--- src/design/lpfd_pkg.sv ---
package lpfd_pkg;

    localparam int LENGTH_FIELD_BYTES_DEF = 4;
    localparam int OPCODE_FIELD_BYTES_DEF = 4;
    localparam logic [15:0] MAX_PAYLOAD_LENGTH_RESET = 16'd4088;

    typedef enum logic [1:0] {
        ST_PAYLOAD  = 2'd0,
        ST_ZERO_LEN = 2'd1,
        ST_TOO_LONG = 2'd2
    } status_t;

    typedef struct packed {
        logic [7:0]  payload_byte;
        logic [31:0] frame_opcode;
        logic [15:0] frame_length;
        logic        last_of_frame;
        status_t     status;
    } result_t;

    typedef struct packed {
        logic halted;
        logic in_payload;
    } parse_status_t;

endpackage

--- src/design/lpfd_parser.sv ---
module lpfd_parser
    import lpfd_pkg::*;
#(
    parameter int LENGTH_FIELD_BYTES = LENGTH_FIELD_BYTES_DEF,
    parameter int OPCODE_FIELD_BYTES = OPCODE_FIELD_BYTES_DEF
)
(
    input  logic          clk,
    input  logic          rst_n,
    input  logic          step,
    input  logic [7:0]    byte_in,
    input  logic [15:0]   max_len,
    output logic          res_valid,
    output result_t       res,
    output parse_status_t parse_status
);

    localparam int LEN_W     = 8 * LENGTH_FIELD_BYTES;
    localparam int OP_W      = 8 * OPCODE_FIELD_BYTES;
    localparam int HDR_BYTES = LENGTH_FIELD_BYTES + OPCODE_FIELD_BYTES;

    logic [2:0]       header_count_reg, header_count_next;
    logic             in_payload_reg, in_payload_next;
    logic [LEN_W-1:0] length_accum_reg, length_accum_next;
    logic [OP_W-1:0]  opcode_accum_reg, opcode_accum_next;
    logic [15:0]      remaining_reg, remaining_next;
    logic             halted_reg, halted_next;

    always_comb
    begin
        header_count_next = header_count_reg;
        in_payload_next   = in_payload_reg;
        length_accum_next = length_accum_reg;
        opcode_accum_next = opcode_accum_reg;
        remaining_next    = remaining_reg;
        halted_next       = halted_reg;
        res_valid         = 1'b0;
        res.payload_byte  = byte_in;
        res.frame_opcode  = 32'(opcode_accum_reg);
        res.frame_length  = 16'(length_accum_reg);
        res.last_of_frame = (remaining_reg <= 16'd1);
        res.status        = ST_PAYLOAD;

        if (step && !halted_reg)
        begin
            if (!in_payload_reg)
            begin
                // Each header byte lands in its own lane; every lane is rewritten per frame.
                for (int i = 0; i < LENGTH_FIELD_BYTES; i++)
                begin
                    if (header_count_reg == 3'(i))
                        length_accum_next[8*i +: 8] = byte_in;
                end
                for (int i = 0; i < OPCODE_FIELD_BYTES; i++)
                begin
                    if (header_count_reg == 3'(LENGTH_FIELD_BYTES + i))
                        opcode_accum_next[8*i +: 8] = byte_in;
                end

                if (header_count_reg == 3'(HDR_BYTES - 1))
                begin
                    header_count_next = 3'd0;
                    res.payload_byte  = 8'd0;
                    res.frame_opcode  = 32'(opcode_accum_next);
                    res.frame_length  = 16'd0;
                    res.last_of_frame = 1'b0;
                    if (length_accum_next == '0)
                    begin
                        halted_next = 1'b1;
                        res_valid   = 1'b1;
                        res.status  = ST_ZERO_LEN;
                    end
                    else if (32'(length_accum_next) > 32'(max_len))
                    begin
                        halted_next = 1'b1;
                        res_valid   = 1'b1;
                        res.status  = ST_TOO_LONG;
                    end
                    else
                    begin
                        in_payload_next = 1'b1;
                        remaining_next  = 16'(length_accum_next);
                    end
                end
                else
                begin
                    header_count_next = header_count_reg + 3'd1;
                end
            end
            else
            begin
                res_valid = 1'b1;
                if (res.last_of_frame)
                    in_payload_next = 1'b0;
                else
                    remaining_next = remaining_reg - 16'd1;
            end
        end
    end

    always_ff @(posedge clk or negedge rst_n)
    begin
        if (!rst_n)
        begin
            header_count_reg <= 3'd0;
            in_payload_reg   <= 1'b0;
            length_accum_reg <= '0;
            opcode_accum_reg <= '0;
            remaining_reg    <= 16'd0;
            halted_reg       <= 1'b0;
        end
        else
        begin
            header_count_reg <= header_count_next;
            in_payload_reg   <= in_payload_next;
            length_accum_reg <= length_accum_next;
            opcode_accum_reg <= opcode_accum_next;
            remaining_reg    <= remaining_next;
            halted_reg       <= halted_next;
        end
    end

    assign parse_status.halted     = halted_reg;
    assign parse_status.in_payload = in_payload_reg;

endmodule

--- src/design/lpfd_out_queue.sv ---
module lpfd_out_queue
    import lpfd_pkg::*;
(
    input  logic    clk,
    input  logic    rst_n,
    input  logic    push,
    input  result_t push_data,
    output logic    has_space,
    output logic    out_valid,
    input  logic    out_ready,
    output result_t head
);

    result_t    entries_reg [0:1];
    logic       wr_ptr_reg, wr_ptr_next;
    logic       rd_ptr_reg, rd_ptr_next;
    logic [1:0] count_reg, count_next;
    logic       pop;

    assign out_valid = (count_reg != 2'd0);
    assign has_space = (count_reg != 2'd2);
    assign pop       = out_valid && out_ready;
    assign head      = entries_reg[rd_ptr_reg];

    always_comb
    begin
        wr_ptr_next = wr_ptr_reg ^ push;
        rd_ptr_next = rd_ptr_reg ^ pop;
        count_next  = count_reg + {1'b0, push} - {1'b0, pop};
    end

    always_ff @(posedge clk)
    begin
        if (push)
            entries_reg[wr_ptr_reg] <= push_data;
    end

    always_ff @(posedge clk or negedge rst_n)
    begin
        if (!rst_n)
        begin
            wr_ptr_reg <= 1'b0;
            rd_ptr_reg <= 1'b0;
            count_reg  <= 2'd0;
        end
        else
        begin
            wr_ptr_reg <= wr_ptr_next;
            rd_ptr_reg <= rd_ptr_next;
            count_reg  <= count_next;
        end
    end

endmodule

--- src/design/length_prefixed_frame_deframer_top.sv ---
// A payload byte or error transaction passes the input register, then is parsed into a
// two-entry output queue. Throughput: one byte per cycle while the queue has space;
// the output queue takes a result while the previous one waits.
// Reset (rst_n, asynchronous, active low) clears the parser, the queue and sets the
// maximum payload length to 4088. After an error the block drops all bytes until reset.
module length_prefixed_frame_deframer_top
    import lpfd_pkg::*;
#(
    parameter int LENGTH_FIELD_BYTES = LENGTH_FIELD_BYTES_DEF,
    parameter int OPCODE_FIELD_BYTES = OPCODE_FIELD_BYTES_DEF
)
(
    input  logic        clk,
    input  logic        rst_n,
    input  logic        cfg_wr_en,
    input  logic [15:0] cfg_wr_data,
    input  logic        in_valid,
    output logic        in_ready,
    input  logic [7:0]  data_byte,
    output logic        out_valid,
    input  logic        out_ready,
    output logic [7:0]  payload_byte,
    output logic [31:0] frame_opcode,
    output logic [15:0] frame_length,
    output logic        last_of_frame,
    output logic [1:0]  status
);

    logic [15:0]   max_len_reg;
    logic          in_vld_reg, in_vld_next;
    logic [7:0]    byte_reg;
    logic          step;
    logic          res_valid;
    result_t       res;
    result_t       head;
    logic          has_space;
    parse_status_t parse_status;

    // The queue's space is registered, so no path runs from out_ready to in_ready.
    assign step     = in_vld_reg && has_space;
    assign in_ready = !in_vld_reg || has_space;

    always_comb
    begin
        in_vld_next = in_vld_reg;
        if (in_ready)
            in_vld_next = in_valid;
    end

    always_ff @(posedge clk or negedge rst_n)
    begin
        if (!rst_n)
        begin
            max_len_reg <= MAX_PAYLOAD_LENGTH_RESET;
            in_vld_reg  <= 1'b0;
        end
        else
        begin
            if (cfg_wr_en)
                max_len_reg <= cfg_wr_data;
            in_vld_reg <= in_vld_next;
        end
    end

    always_ff @(posedge clk)
    begin
        if (in_valid && in_ready)
            byte_reg <= data_byte;
    end

    lpfd_parser #(
        .LENGTH_FIELD_BYTES (LENGTH_FIELD_BYTES),
        .OPCODE_FIELD_BYTES (OPCODE_FIELD_BYTES)
    ) u_parser (
        .clk          (clk),
        .rst_n        (rst_n),
        .step         (step),
        .byte_in      (byte_reg),
        .max_len      (max_len_reg),
        .res_valid    (res_valid),
        .res          (res),
        .parse_status (parse_status)
    );

    lpfd_out_queue u_out_queue (
        .clk       (clk),
        .rst_n     (rst_n),
        .push      (res_valid),
        .push_data (res),
        .has_space (has_space),
        .out_valid (out_valid),
        .out_ready (out_ready),
        .head      (head)
    );

    assign payload_byte  = head.payload_byte;
    assign frame_opcode  = head.frame_opcode;
    assign frame_length  = head.frame_length;
    assign last_of_frame = head.last_of_frame;
    assign status        = head.status;

    a_halt_sticky: assert property (@(posedge clk) disable iff (!rst_n)
        parse_status.halted |=> parse_status.halted)
        else $error("halt state cleared without reset");

    a_halt_silent: assert property (@(posedge clk) disable iff (!rst_n)
        parse_status.halted |-> !res_valid)
        else $error("result produced while halted");

    a_halt_exit_payload: assert property (@(posedge clk) disable iff (!rst_n)
        $rose(parse_status.halted) |-> !parse_status.in_payload)
        else $error("halt raised during payload reception");

    a_last_is_payload: assert property (@(posedge clk) disable iff (!rst_n)
        out_valid && last_of_frame |-> status == ST_PAYLOAD)
        else $error("last-of-frame mark on an error transaction");

    a_stall_needs_output: assert property (@(posedge clk) disable iff (!rst_n)
        !in_ready |-> out_valid)
        else $error("input stalled while the output queue is empty");

endmodule

--- config.mk ---
export PLATFORM = sky130hd
export DESIGN_NAME = length_prefixed_frame_deframer_top
export DESIGN_NICKNAME = d
export VERILOG_FILES = /design/src/design/lpfd_pkg.sv /design/src/design/lpfd_parser.sv /design/src/design/lpfd_out_queue.sv /design/src/design/length_prefixed_frame_deframer_top.sv
export SDC_FILE = /design/constraint.sdc
export NUM_CORES = 1
export LEC_CHECK = 0
export ABC_CLOCK_PERIOD_IN_PS = 5600
export BUFFER_PORTS_ARGS = -buffer_cell sky130_fd_sc_hd__buf_4
export CORE_ASPECT_RATIO = 0.7
export CORE_MARGIN = 5
export CORE_UTILIZATION = 46
export DETAILED_ROUTE_END_ITERATION = 6
export PLACE_DENSITY = 0.64
export SYNTH_ARGS = -nofsm -noshare
export SYNTH_HDL_FRONTEND = slang
export SYNTH_HIERARCHICAL = 1
export SYNTH_SLANG_ARGS = --single-unit
--- constraint.sdc ---
create_clock -name clk -period 5.6 [get_ports clk]
set_clock_uncertainty 0.15 [all_clocks]
set_input_delay 0.28 -clock clk [delete_from_list [all_inputs] [get_ports clk]]
set_output_delay 0.28 -clock clk [all_outputs]
set_load 0.005 [all_outputs]
==> flow_metrics.env, run 1 <==
export IMPL_worst_ep_required_time_ps=5620
export IMPL_use_met2_pct=25.0
export IMPL_cp_cell_sequence="inv_1 > ha_1 > nand2b_1 > mux2i_1 > inv_1 > ha_1 > nand4_1 > or4_4 > o221ai_1 > a211o_1 > a21oi_1 > nor2_1 > ha_2 > buf_12"
export IMPL_power_mw=6.37
export IMPL_port_buffers=89
export IMPL_drt_pass1_iter_count=5
export IMPL_use_met3_pct=3.17
export IMPL_start_util_pct=47.1
export IMPL_finalSetupViolations=0
export IMPL_rsz0062_at_grt="false"
export IMPL_worst_path_buf_inv=3
export IMPL_clk_pin_slew_ps=60
export IMPL_vias=6511
export IMPL_drtIter0Drc=469
export IMPL_critPathTopFamily="simple AND/OR/NAND/NOR gates"
export IMPL_grt_use_met1_pct=29.0
export IMPL_route_detailed_drc=0
export IMPL_path_max_fanout=59
export IMPL_grt_max_degree=67
export IMPL_hold_path_class="in -> reg"
export IMPL_end_kind="flip-flop"
export IMPL_dp_hpwl_microns=16200
export IMPL_clk_latency_ps=510
export IMPL_ir_drop_mv=0.234
export IMPL_fin_util_pct=56.0
export IMPL_setup_tns_ps=0
export IMPL_wl_per_cell_microns=19.9
export IMPL_grt_overflow=0
export IMPL_max_freq_mhz=213
export IMPL_slowest_delay_ps=490
export IMPL_critPathLaunchType="flip-flop"
export IMPL_syn_nets=815
export IMPL_yosys_warnings=6
export IMPL_ant_nets=0
export IMPL_slew_viol_final=0
export IMPL_cts_sinks=232
export IMPL_maxCapViolCount=0
export IMPL_worstMarginPinSlew_ps=1190
export IMPL_cts_path_max_buffers=3
export IMPL_antenna_found_initial=0
export IMPL_htreeDepth=1
export IMPL_detail_route_wirelength_microns=24000
export IMPL_worst_path_max_delay_cell="nand2b_1"
export IMPL_pin_count=90
export IMPL_post_cts_buffers=0
export IMPL_p_leak_nw=5.35
export IMPL_antenna_cells=0
export IMPL_fin_nets=931
export IMPL_die_h_microns=138
export IMPL_power_density_nw_per_um2=498
export IMPL_maxSlewHeadroom_pct=19.5
export IMPL_fin_crit_sh_pct=83.8
export IMPL_largest_register_ffs=118
export IMPL_syn_inst=758
export IMPL_core_sq_um=22800
export IMPL_drive_above_1_share_pct=36.3
export IMPL_cts_tree="built"
export IMPL_rows=46
export IMPL_worst_slack_ps=910
export IMPL_track_usage_pct=17.9
export IMPL_status="finished clean"
export IMPL_arrival_ps=4710
export IMPL_fp_dieW_microns=193
export IMPL_hold_viol=0
export IMPL_grt_pass1_wl_microns=37800
export IMPL_holdWs_ps=70.9
export IMPL_cts_buffers=24
export IMPL_finalWorstPathRequiredPeriod_ps=4690
export IMPL_syn_to_final_growth_pct=18.8
export IMPL_busiest_layer="met1"
export IMPL_syn_avg_cell_area_sq_um=14.2
export IMPL_pre_cts_slack_ps=1060
export IMPL_first_global_vias=6544
export IMPL_die_area_sq_um=26600
export IMPL_via_per_inst=5.41
export IMPL_cts_root_buf="clkbuf_16"
export IMPL_gp_congestion=0.946
export IMPL_critical_path_class="reg -> reg"
export IMPL_synth_area_sq_um=10800
timing repair:
action / 4_1_cts / 5_1_grt
gates resized for setup: 0 / 0
hold buffers: 27 / 0
endpoints found under the hold margin: 82 / 0
where the power goes:
part	switching [mW]	internal, mW
clock	0.647	1.06
combinational	1.01	1.06
sequential	0.312	2.29
total	1.97	4.41
final timing paths:
| path | from | end | slack [ps] | depth (start not counted) |
|---|---|---|---|---|
| worst max register to register | u_parser/header_count_reg[1] | u_out_queue/entries_reg[1][9] | 910 | 14 |
| worst min register to register | u_parser/opcode_accum_reg[27] | u_parser/opcode_accum_reg[27] | 320 | 2 |
| worst max-delay path | u_parser/header_count_reg[1] | u_out_queue/entries_reg[1][9] | 910 | 14 |
| worst min-delay path | cfg_wr_en | max_len_reg[2] | 70 | 2 |
| min in group asynchronous | rst_n | u_parser/remaining_reg[10] | 280 | 2 |
| max in group asynchronous | rst_n | u_parser/opcode_accum_reg[22] | 3930 | 3 |
routing by layer:
| metal | vias up | share of wire, % |
|---|---|---|
| li1 | 2996 | - |
| met1 | 3237 | 49 |
| met2 | 246 | 42 |
| met3 | 32 | 7.6 |
| met4 | 0 | 1.8 |
| met5 | - | 0 |
cell type report:
type                            count  area (sq um)
Fill cell                        1832         10100
Sequential cell                   232          6450
Multi-Input combinational cell    455          3930
Timing Repair Buffer              125          1030
Clock buffer                       34           699
Tap cell                          312           390
Clock inverter                     10           156
Inverter                           36           135
layout by cell type, fill, tap and decap left out, drive strengths merged, types with 3 or more instances in the layout:
master,count
buf,98
clkinv,4
bufinv,4
or3,3
dlygate4sd3,27
nand4,4
clkbuf,34
a21oi,24
nand3,18
edfxtp,126
and2,4
dfrtp,97
nor3,10
nor2b,25
a31oi,6
nand2,65
dfstp,9
nor2,26
o221a,7
o21ai,17
nor4,10
ha,28
nand2b,6
mux2i,10
mux2,157
inv,38
stage by stage:
| step | area (sq um) | cells |
|---|---|---|
| detailed placement | 11700 | 1133 |
| global placement | 11700 | 1133 |
| finish | 12800 | 1204 |
| global route | 12800 | 1204 |
| floorplan | 10800 | 758 |
| CTS | 12800 | 1204 |
(Power assumes the default switching activity.)
==> run 2, diff against run 1 <==
--- a/config.mk
+++ b/config.mk
@@ -5,7 +5,8 @@
 export SDC_FILE = /design/constraint.sdc
 export NUM_CORES = 1
 export LEC_CHECK = 0
-export ABC_CLOCK_PERIOD_IN_PS = 5600
+export ABC_AREA = 1
+export ABC_CLOCK_PERIOD_IN_PS = 4500
 export BUFFER_PORTS_ARGS = -buffer_cell sky130_fd_sc_hd__buf_4
 export CORE_ASPECT_RATIO = 0.7
 export CORE_MARGIN = 5
==> constraint.sdc (replaced) <==
create_clock -name clk -period 4.5 [get_ports clk]
set_clock_uncertainty 0.15 [all_clocks]
set_input_delay 0.225 -clock clk [delete_from_list [all_inputs] [get_ports clk]]
set_output_delay 0.225 -clock clk [all_outputs]
set_load 0.005 [all_outputs]
==> run 2 against run 1 <==
Net effect:
- first-iteration DRC count increased by 49%
- critical path depth up 2
- global-route usage is 1.2 points higher
- cell area grew 2.6%
- worst setup slack improved by 23 ps
- synthesized area grew 1.6%
- maximum frequency increased by 31%
- clock-buffer cell count is 6 lower
- cell count increased by 36%
- synthesized cell count grew 54%
- clock power is 7% higher
- core utilization decreased by 0.20 points
==> flow_metrics.env, run 2 <==
export IMPL_status="finished clean"
export IMPL_critPathMostFrequentCell="nand2_1"
export IMPL_grt_overflow=0
export IMPL_track_usage_pct=19.0
export IMPL_cts_root_buf="clkbuf_16"
export IMPL_drt_pass1_iter_count=5
export IMPL_critPathTopFamily="simple AND/OR/NAND/NOR gates"
export IMPL_fp_dieW_microns=194
export IMPL_grt_pass1_wl_microns=42000
export IMPL_busiest_layer="met1"
export IMPL_gp_congestion=0.925
export IMPL_syn_nets=1228
export IMPL_crit_start="u_parser/header_count_reg[1]"
export IMPL_maxCapViolCount=0
export IMPL_detail_route_wirelength_microns=25900
export IMPL_worst_path_buf_inv=2
export IMPL_finalSetupViolations=0
export IMPL_drive_above_1_share_pct=13.8
export IMPL_fin_cells=1641
export IMPL_drtIter0Drc=697
export IMPL_setup_tns_ps=0
export IMPL_yosys_warnings=6
export IMPL_first_global_vias=7532
export IMPL_end_kind="flip-flop"
export IMPL_slowest_delay_ps=400
export IMPL_fin_nets=1363
export IMPL_clk_latency_ps=520
export IMPL_critical_path_class="reg -> reg"
export IMPL_port_buffers=89
export IMPL_pin_count=90
export IMPL_die_area_sq_um=27000
export IMPL_path_max_fanout=59
export IMPL_reg2reg_from="u_parser/header_count_reg[1]"
export IMPL_via_per_inst=5.05
export IMPL_hold_viol=0
export IMPL_final_common_cell="nand2_1"
export IMPL_rows=47
export IMPL_ant_nets=0
export IMPL_antenna_found_initial=0
export IMPL_hold_path_class="in -> async"
export IMPL_syn_inst=1171
export IMPL_worst_slack_ps=932
export IMPL_use_met2_pct=25.2
export IMPL_route_detailed_drc=0
export IMPL_slew_viol_final=0
export IMPL_cp_cell_sequence="inv_1 > ha_1 > nand2_4 > nand2_1 > o21ai_2 > ha_1 > nand4_1 > nor3_1 > nand2_1 > nand2_1 > nand2_1 > nand3_2 > nand2_1 > a21oi_1 > ha_2 > buf_12"
export IMPL_die_h_microns=139
export IMPL_fin_crit_sh_pct=79.3
export IMPL_finalWorstPathRequiredPeriod_ps=3570
export IMPL_p_leak_nw=5.92
export IMPL_worst_ep_required_time_ps=4520
export IMPL_syn_to_final_growth_pct=20.0
export IMPL_cts_tree="built"
export IMPL_start_util_pct=46.5
export IMPL_critPathLaunchType="flip-flop"
export IMPL_synth_area_sq_um=10900
export IMPL_grt_max_degree=70
export IMPL_fillCellCount=2117
export IMPL_use_met3_pct=3.84
export IMPL_cts_path_max_buffers=3
export IMPL_maxSlewHeadroom_pct=38.8
export IMPL_grt_use_met1_pct=32.0
export IMPL_cts_sinks=232
export IMPL_power_density_nw_per_um2=572
export IMPL_path_depth=16
export IMPL_arrival_ps=3590
export IMPL_dp_hpwl_microns=17600
export IMPL_ir_drop_mv=0.347
export IMPL_placed_cells=1539
export IMPL_worst_path_max_delay_cell="dfrtp_1"
export IMPL_syn_avg_cell_area_sq_um=9.34
export IMPL_rr_worst_depth=16
export IMPL_rsz0062_at_grt="false"
export IMPL_antenna_cells=0
export IMPL_cts_buffers=24
export IMPL_power_mw=7.50
export IMPL_core_sq_um=23500
export IMPL_wl_per_cell_microns=15.8
export IMPL_clk_pin_slew_ps=60
export IMPL_worstMarginPinSlew_ps=918
export IMPL_pre_cts_slack_ps=990
export IMPL_max_freq_mhz=280
export IMPL_htreeDepth=1
export IMPL_largest_register_ffs=118
export IMPL_vias=8280
export IMPL_layout_common_cells="nand2_1, o21ai_0, edfxtp_1"
run 2: changes by cell type in the layout (fill, tap and decap cells not counted), sizes merged, moves of 14 or more:
cell / before / now
a21oi: 24 / 39
dlygate4sd3: 27 / 59
inv: 38 / 125
mux2: 157 / 0
nand2: 65 / 395
nand4: 4 / 18
nor2: 26 / 68
nor2b: 25 / 0
o21ai: 17 / 157
o22ai: 0 / 24
run 2: area by class of cell:
class,instances,area (sq um),area share (%)
Clock buffer,28,616,4.69
Clock inverter,15,104,0.791
Inverter,126,483,3.68
Multi-Input combinational cell,761,3700,28.2
Sequential cell,232,6450,49.1
Tap cell,318,398,3.03
Timing Repair Buffer,161,1380,10.5
run 2: per-layer routing:
metal,routed length [microns],part of all wire (%),vias to the layer above
met4,420,1.6,0
met5,0,0,-
met1,13600,52,3842
met2,10100,39,272
li1,-,-,4132
met3,1890,7.3,34
run 2: worst paths after layout:
kind                                            endpoint  slack, ps
max                        u_out_queue/entries_reg[0][2]        930
min                        u_parser/length_accum_reg[10]        240
max reg2reg                u_out_queue/entries_reg[0][2]        930
min reg2reg                   u_parser/remaining_reg[14]        320
max in group asynchronous                 max_len_reg[6]       2910
min in group clk                             byte_reg[3]        280
run 2: metrics by stage:
| stage | cell area [sq um] | hold WS [ps] | util, % |
|---|---|---|---|
| finish | 13100 | 241 | 55.8 |
| floorplan | 10900 | -221 | - |
| global placement | 11800 | 263 | 50.2 |
| CTS | 13100 | 262 | 55.8 |
| detailed placement | 11800 | 265 | 50.2 |
| global route | 13100 | 270 | 55.8 |
run 2: worst register-to-register path, cell delays in order (launching register included):
cell     delay (ps)
dfrtp_1         400
inv_1           100
ha_1            220
nand2_4         160
nand2_1         120
o21ai_2          90
ha_1            340
nand4_1         140
nor3_1          230
nand2_1          80
nand2_1          70
nand2_1          80
nand3_2         100
nand2_1          60
a21oi_1         270
ha_2            260
buf_12          270
run 2: power breakdown:
part           leakage (nW)  switching [mW]  internal [mW]
sequential             2.50           0.205           2.69
clock                 0.351           0.789           1.03
combinational          3.07            1.78           1.01
total                  5.92            2.78           4.73
run 2: timing repair:
| item | in CTS | in global routing |
|---|---|---|
| buffers inserted | 0 | 0 |
| hold endpoints to repair | 94 | 0 |
| resized for setup | 0 | 0 |
| hold buffers | 59 | 0 |
==> run 3, diff against run 2 <==
--- a/config.mk
+++ b/config.mk
@@ -5,14 +5,14 @@
 export SDC_FILE = /design/constraint.sdc
 export NUM_CORES = 1
 export LEC_CHECK = 0
-export ABC_AREA = 1
-export ABC_CLOCK_PERIOD_IN_PS = 4500
+export ABC_AREA = 0
+export ABC_CLOCK_PERIOD_IN_PS = 3040
 export BUFFER_PORTS_ARGS = -buffer_cell sky130_fd_sc_hd__buf_4
 export CORE_ASPECT_RATIO = 0.7
 export CORE_MARGIN = 5
 export CORE_UTILIZATION = 46
 export DETAILED_ROUTE_END_ITERATION = 6
-export PLACE_DENSITY = 0.64
+export PLACE_DENSITY = 0.66
 export SYNTH_ARGS = -nofsm -noshare
 export SYNTH_HDL_FRONTEND = slang
 export SYNTH_HIERARCHICAL = 1
==> constraint.sdc (replaced) <==
create_clock -name clk -period 3.04 [get_ports clk]
set_clock_uncertainty 0.15 [all_clocks]
set_input_delay 0.152 -clock clk [delete_from_list [all_inputs] [get_ports clk]]
set_output_delay 0.152 -clock clk [all_outputs]
set_load 0.005 [all_outputs]
==> run 3 against run 2 <==
Net effect:
- the flow now finishes with violations (negative setup slack)
- core utilization up 6.3 points
- hold slack worse by 190 ps
- sequential share of layout area down 3.7 points
- critical path depth down 1
- die area down 1.5%
- clock-buffer cell count up 1
- maximum frequency down 8.4%
- routed wire length down 0.84%
- via count down 15%
- cell area up 8.1%
- flip-flop and latch count unchanged
==> flow_metrics.env, run 3 (synthesis results as in run 1) <==
export IMPL_grt_max_degree=65
export IMPL_fp_dieW_microns=193
export IMPL_violations="negative setup slack"
export IMPL_cts_path_max_buffers=3
export IMPL_reg2reg_from="u_parser/header_count_reg[1]"
export IMPL_r2r_slack_ps=-850
export IMPL_layout_common_cells="buf_4, edfxtp_1, dfrtp_1"
export IMPL_ant_nets=0
export IMPL_port_buffers=89
export IMPL_maxCapViolCount=0
export IMPL_p_leak_nw=6.01
export IMPL_htreeDepth=1
export IMPL_final_common_cell="buf_4"
export IMPL_worst_ep_required_time_ps=3140
export IMPL_max_freq_mhz=257
export IMPL_drtIter0Drc=565
export IMPL_route_detailed_drc=0
export IMPL_maxSlewHeadroom_pct=59.9
export IMPL_clk_latency_ps=510
export IMPL_detail_route_wirelength_microns=25700
export IMPL_track_usage_pct=19.2
export IMPL_grt_pass1_wl_microns=40500
export IMPL_dp_hpwl_microns=17600
export IMPL_hold_path_class="in -> async"
export IMPL_via_per_inst=5.27
export IMPL_die_area_sq_um=26600
export IMPL_path_max_fanout=23
export IMPL_critPathLaunchType="flip-flop"
export IMPL_worstMarginPinSlew_ps=601
export IMPL_largest_register_ffs=118
export IMPL_hold_viol=0
export IMPL_pin_count=90
export IMPL_clk_pin_slew_ps=70
export IMPL_finalSetupViolations=141
export IMPL_wl_per_cell_microns=19.3
export IMPL_power_mw=12.8
export IMPL_worst_slack_ps=-853
export IMPL_worstReg2RegEnd="u_out_queue/entries_reg[1][20]"
export IMPL_drt_pass1_iter_count=6
export IMPL_cts_sinks=232
export IMPL_drive_above_1_share_pct=45.2
export IMPL_cts_root_buf="clkbuf_16"
export IMPL_slew_viol_final=0
export IMPL_rsz0062_at_grt="true"
export IMPL_core_sq_um=22800
export IMPL_cts_buffers=24
export IMPL_die_h_microns=138
export IMPL_fin_crit_sh_pct=128
export IMPL_fin_nets=1058
export IMPL_end_kind="flip-flop"
export IMPL_power_density_nw_per_um2=904
export IMPL_gp_congestion=0.882
export IMPL_finalWorstPathRequiredPeriod_ps=3890
export IMPL_pre_cts_slack_ps=-835
export IMPL_rr_worst_depth=15
export IMPL_ir_drop_mv=0.460
export IMPL_vias=7014
export IMPL_grt_overflow=0
export IMPL_syn_to_final_growth_pct=31.8
export IMPL_status="complete, but fails checks"
export IMPL_antenna_found_initial=0
export IMPL_critical_path_class="reg -> reg"
export IMPL_arrival_ps=4000
export IMPL_first_global_vias=6971
export IMPL_antenna_cells=0
export IMPL_setup_tns_ps=-113240
export IMPL_rows=46
export IMPL_start_util_pct=47.1
export IMPL_cts_tree="built"
-- run 3: changes by cell type in the layout (fill, tap and decap cells not counted), moves of 16 or more --
cell and change:
o21ai_0 -117, mux2_4 +73, o21ai_2 -22, inv_1 -89, nor2b_1 +25, nand2_1 -327
a21oi_1 -17, mux2_2 +84, o22ai_1 -24, buf_4 +94, nor2_1 -42, dlygate4sd3_1 -16
-- run 3: per-stage QoR --
stage	hold WS (ps)	cell area, sq um	utilization (%)	std cells
6_report	55.3	14200	62.1	1331
5_1_grt	105	14200	62.1	1331
4_1_cts	50.9	14100	61.7	1326
3_3_place_gp	39.4	12600	55.2	1229
2_1_floorplan	-294	11000	-	758
3_5_place_dp	48.6	12600	55.2	1229
-- run 3: final cells by class --
| cell class | instances | area (sq um) |
|---|---|---|
| Multi-Input combinational cell | 458 | 4290 |
| Tap cell | 312 | 390 |
| Sequential cell | 232 | 6450 |
| Clock buffer | 29 | 661 |
| Clock inverter | 15 | 186 |
| Timing Repair Buffer | 249 | 2070 |
| Inverter | 36 | 135 |
| Fill cell | 1733 | 8660 |
-- run 3: repair_timing --
item	in CTS	in global routing
setup buffers	7	5
pin swaps	11	7
cloned	3	1
hold buffers	43	0
setup endpoints to repair	141	141
endpoints found under the hold margin	68	0
gates resized for setup	23	15
-- run 3: worst max path at each step --
stage / start / end / slack [ps]
2_1_floorplan: u_parser/header_count_reg[1] / u_out_queue/entries_reg[0][0] / -810
3_3_place_gp: u_parser/header_count_reg[0] / u_out_queue/entries_reg[0][23] / -790
3_5_place_dp: u_parser/header_count_reg[0] / u_out_queue/entries_reg[0][23] / -830
4_1_cts: u_parser/header_count_reg[1] / u_out_queue/entries_reg[0][19] / -800
5_1_grt: u_parser/header_count_reg[1] / u_out_queue/entries_reg[0][19] / -930
6_report: u_parser/header_count_reg[1] / u_out_queue/entries_reg[1][20] / -850
-- run 3: worst max-delay path: stages, from the launching register on --
cell and delay (ps):
dfrtp_1 400, inv_2 110, ha_4 190, nand2b_4 120, buf_6 140, mux2i_2 190
inv_1 100, ha_4 270, nand4_1 120, or4_4 520, or3_4 340, a211o_1 290
a21oi_2 190, nor2_4 90, ha_4 230, buf_12 170
-- run 3: report_power, final --
group,internal (mW),switching (mW)
Combinational,2.71,2.30
Clock,1.89,1.20
Sequential,4.22,0.510
Total,8.82,4.01
-- run 3: metal layers --
metal | track usage (%) | vias to the layer above | routed length [microns]
met5 | 0 | - | 0
met4 | 3.68 | 0 | 449
met3 | 2.97 | 34 | 1790
met2 | 26.9 | 231 | 10800
met1 | 31.6 | 3477 | 12600
li1 | - | 3272 | -
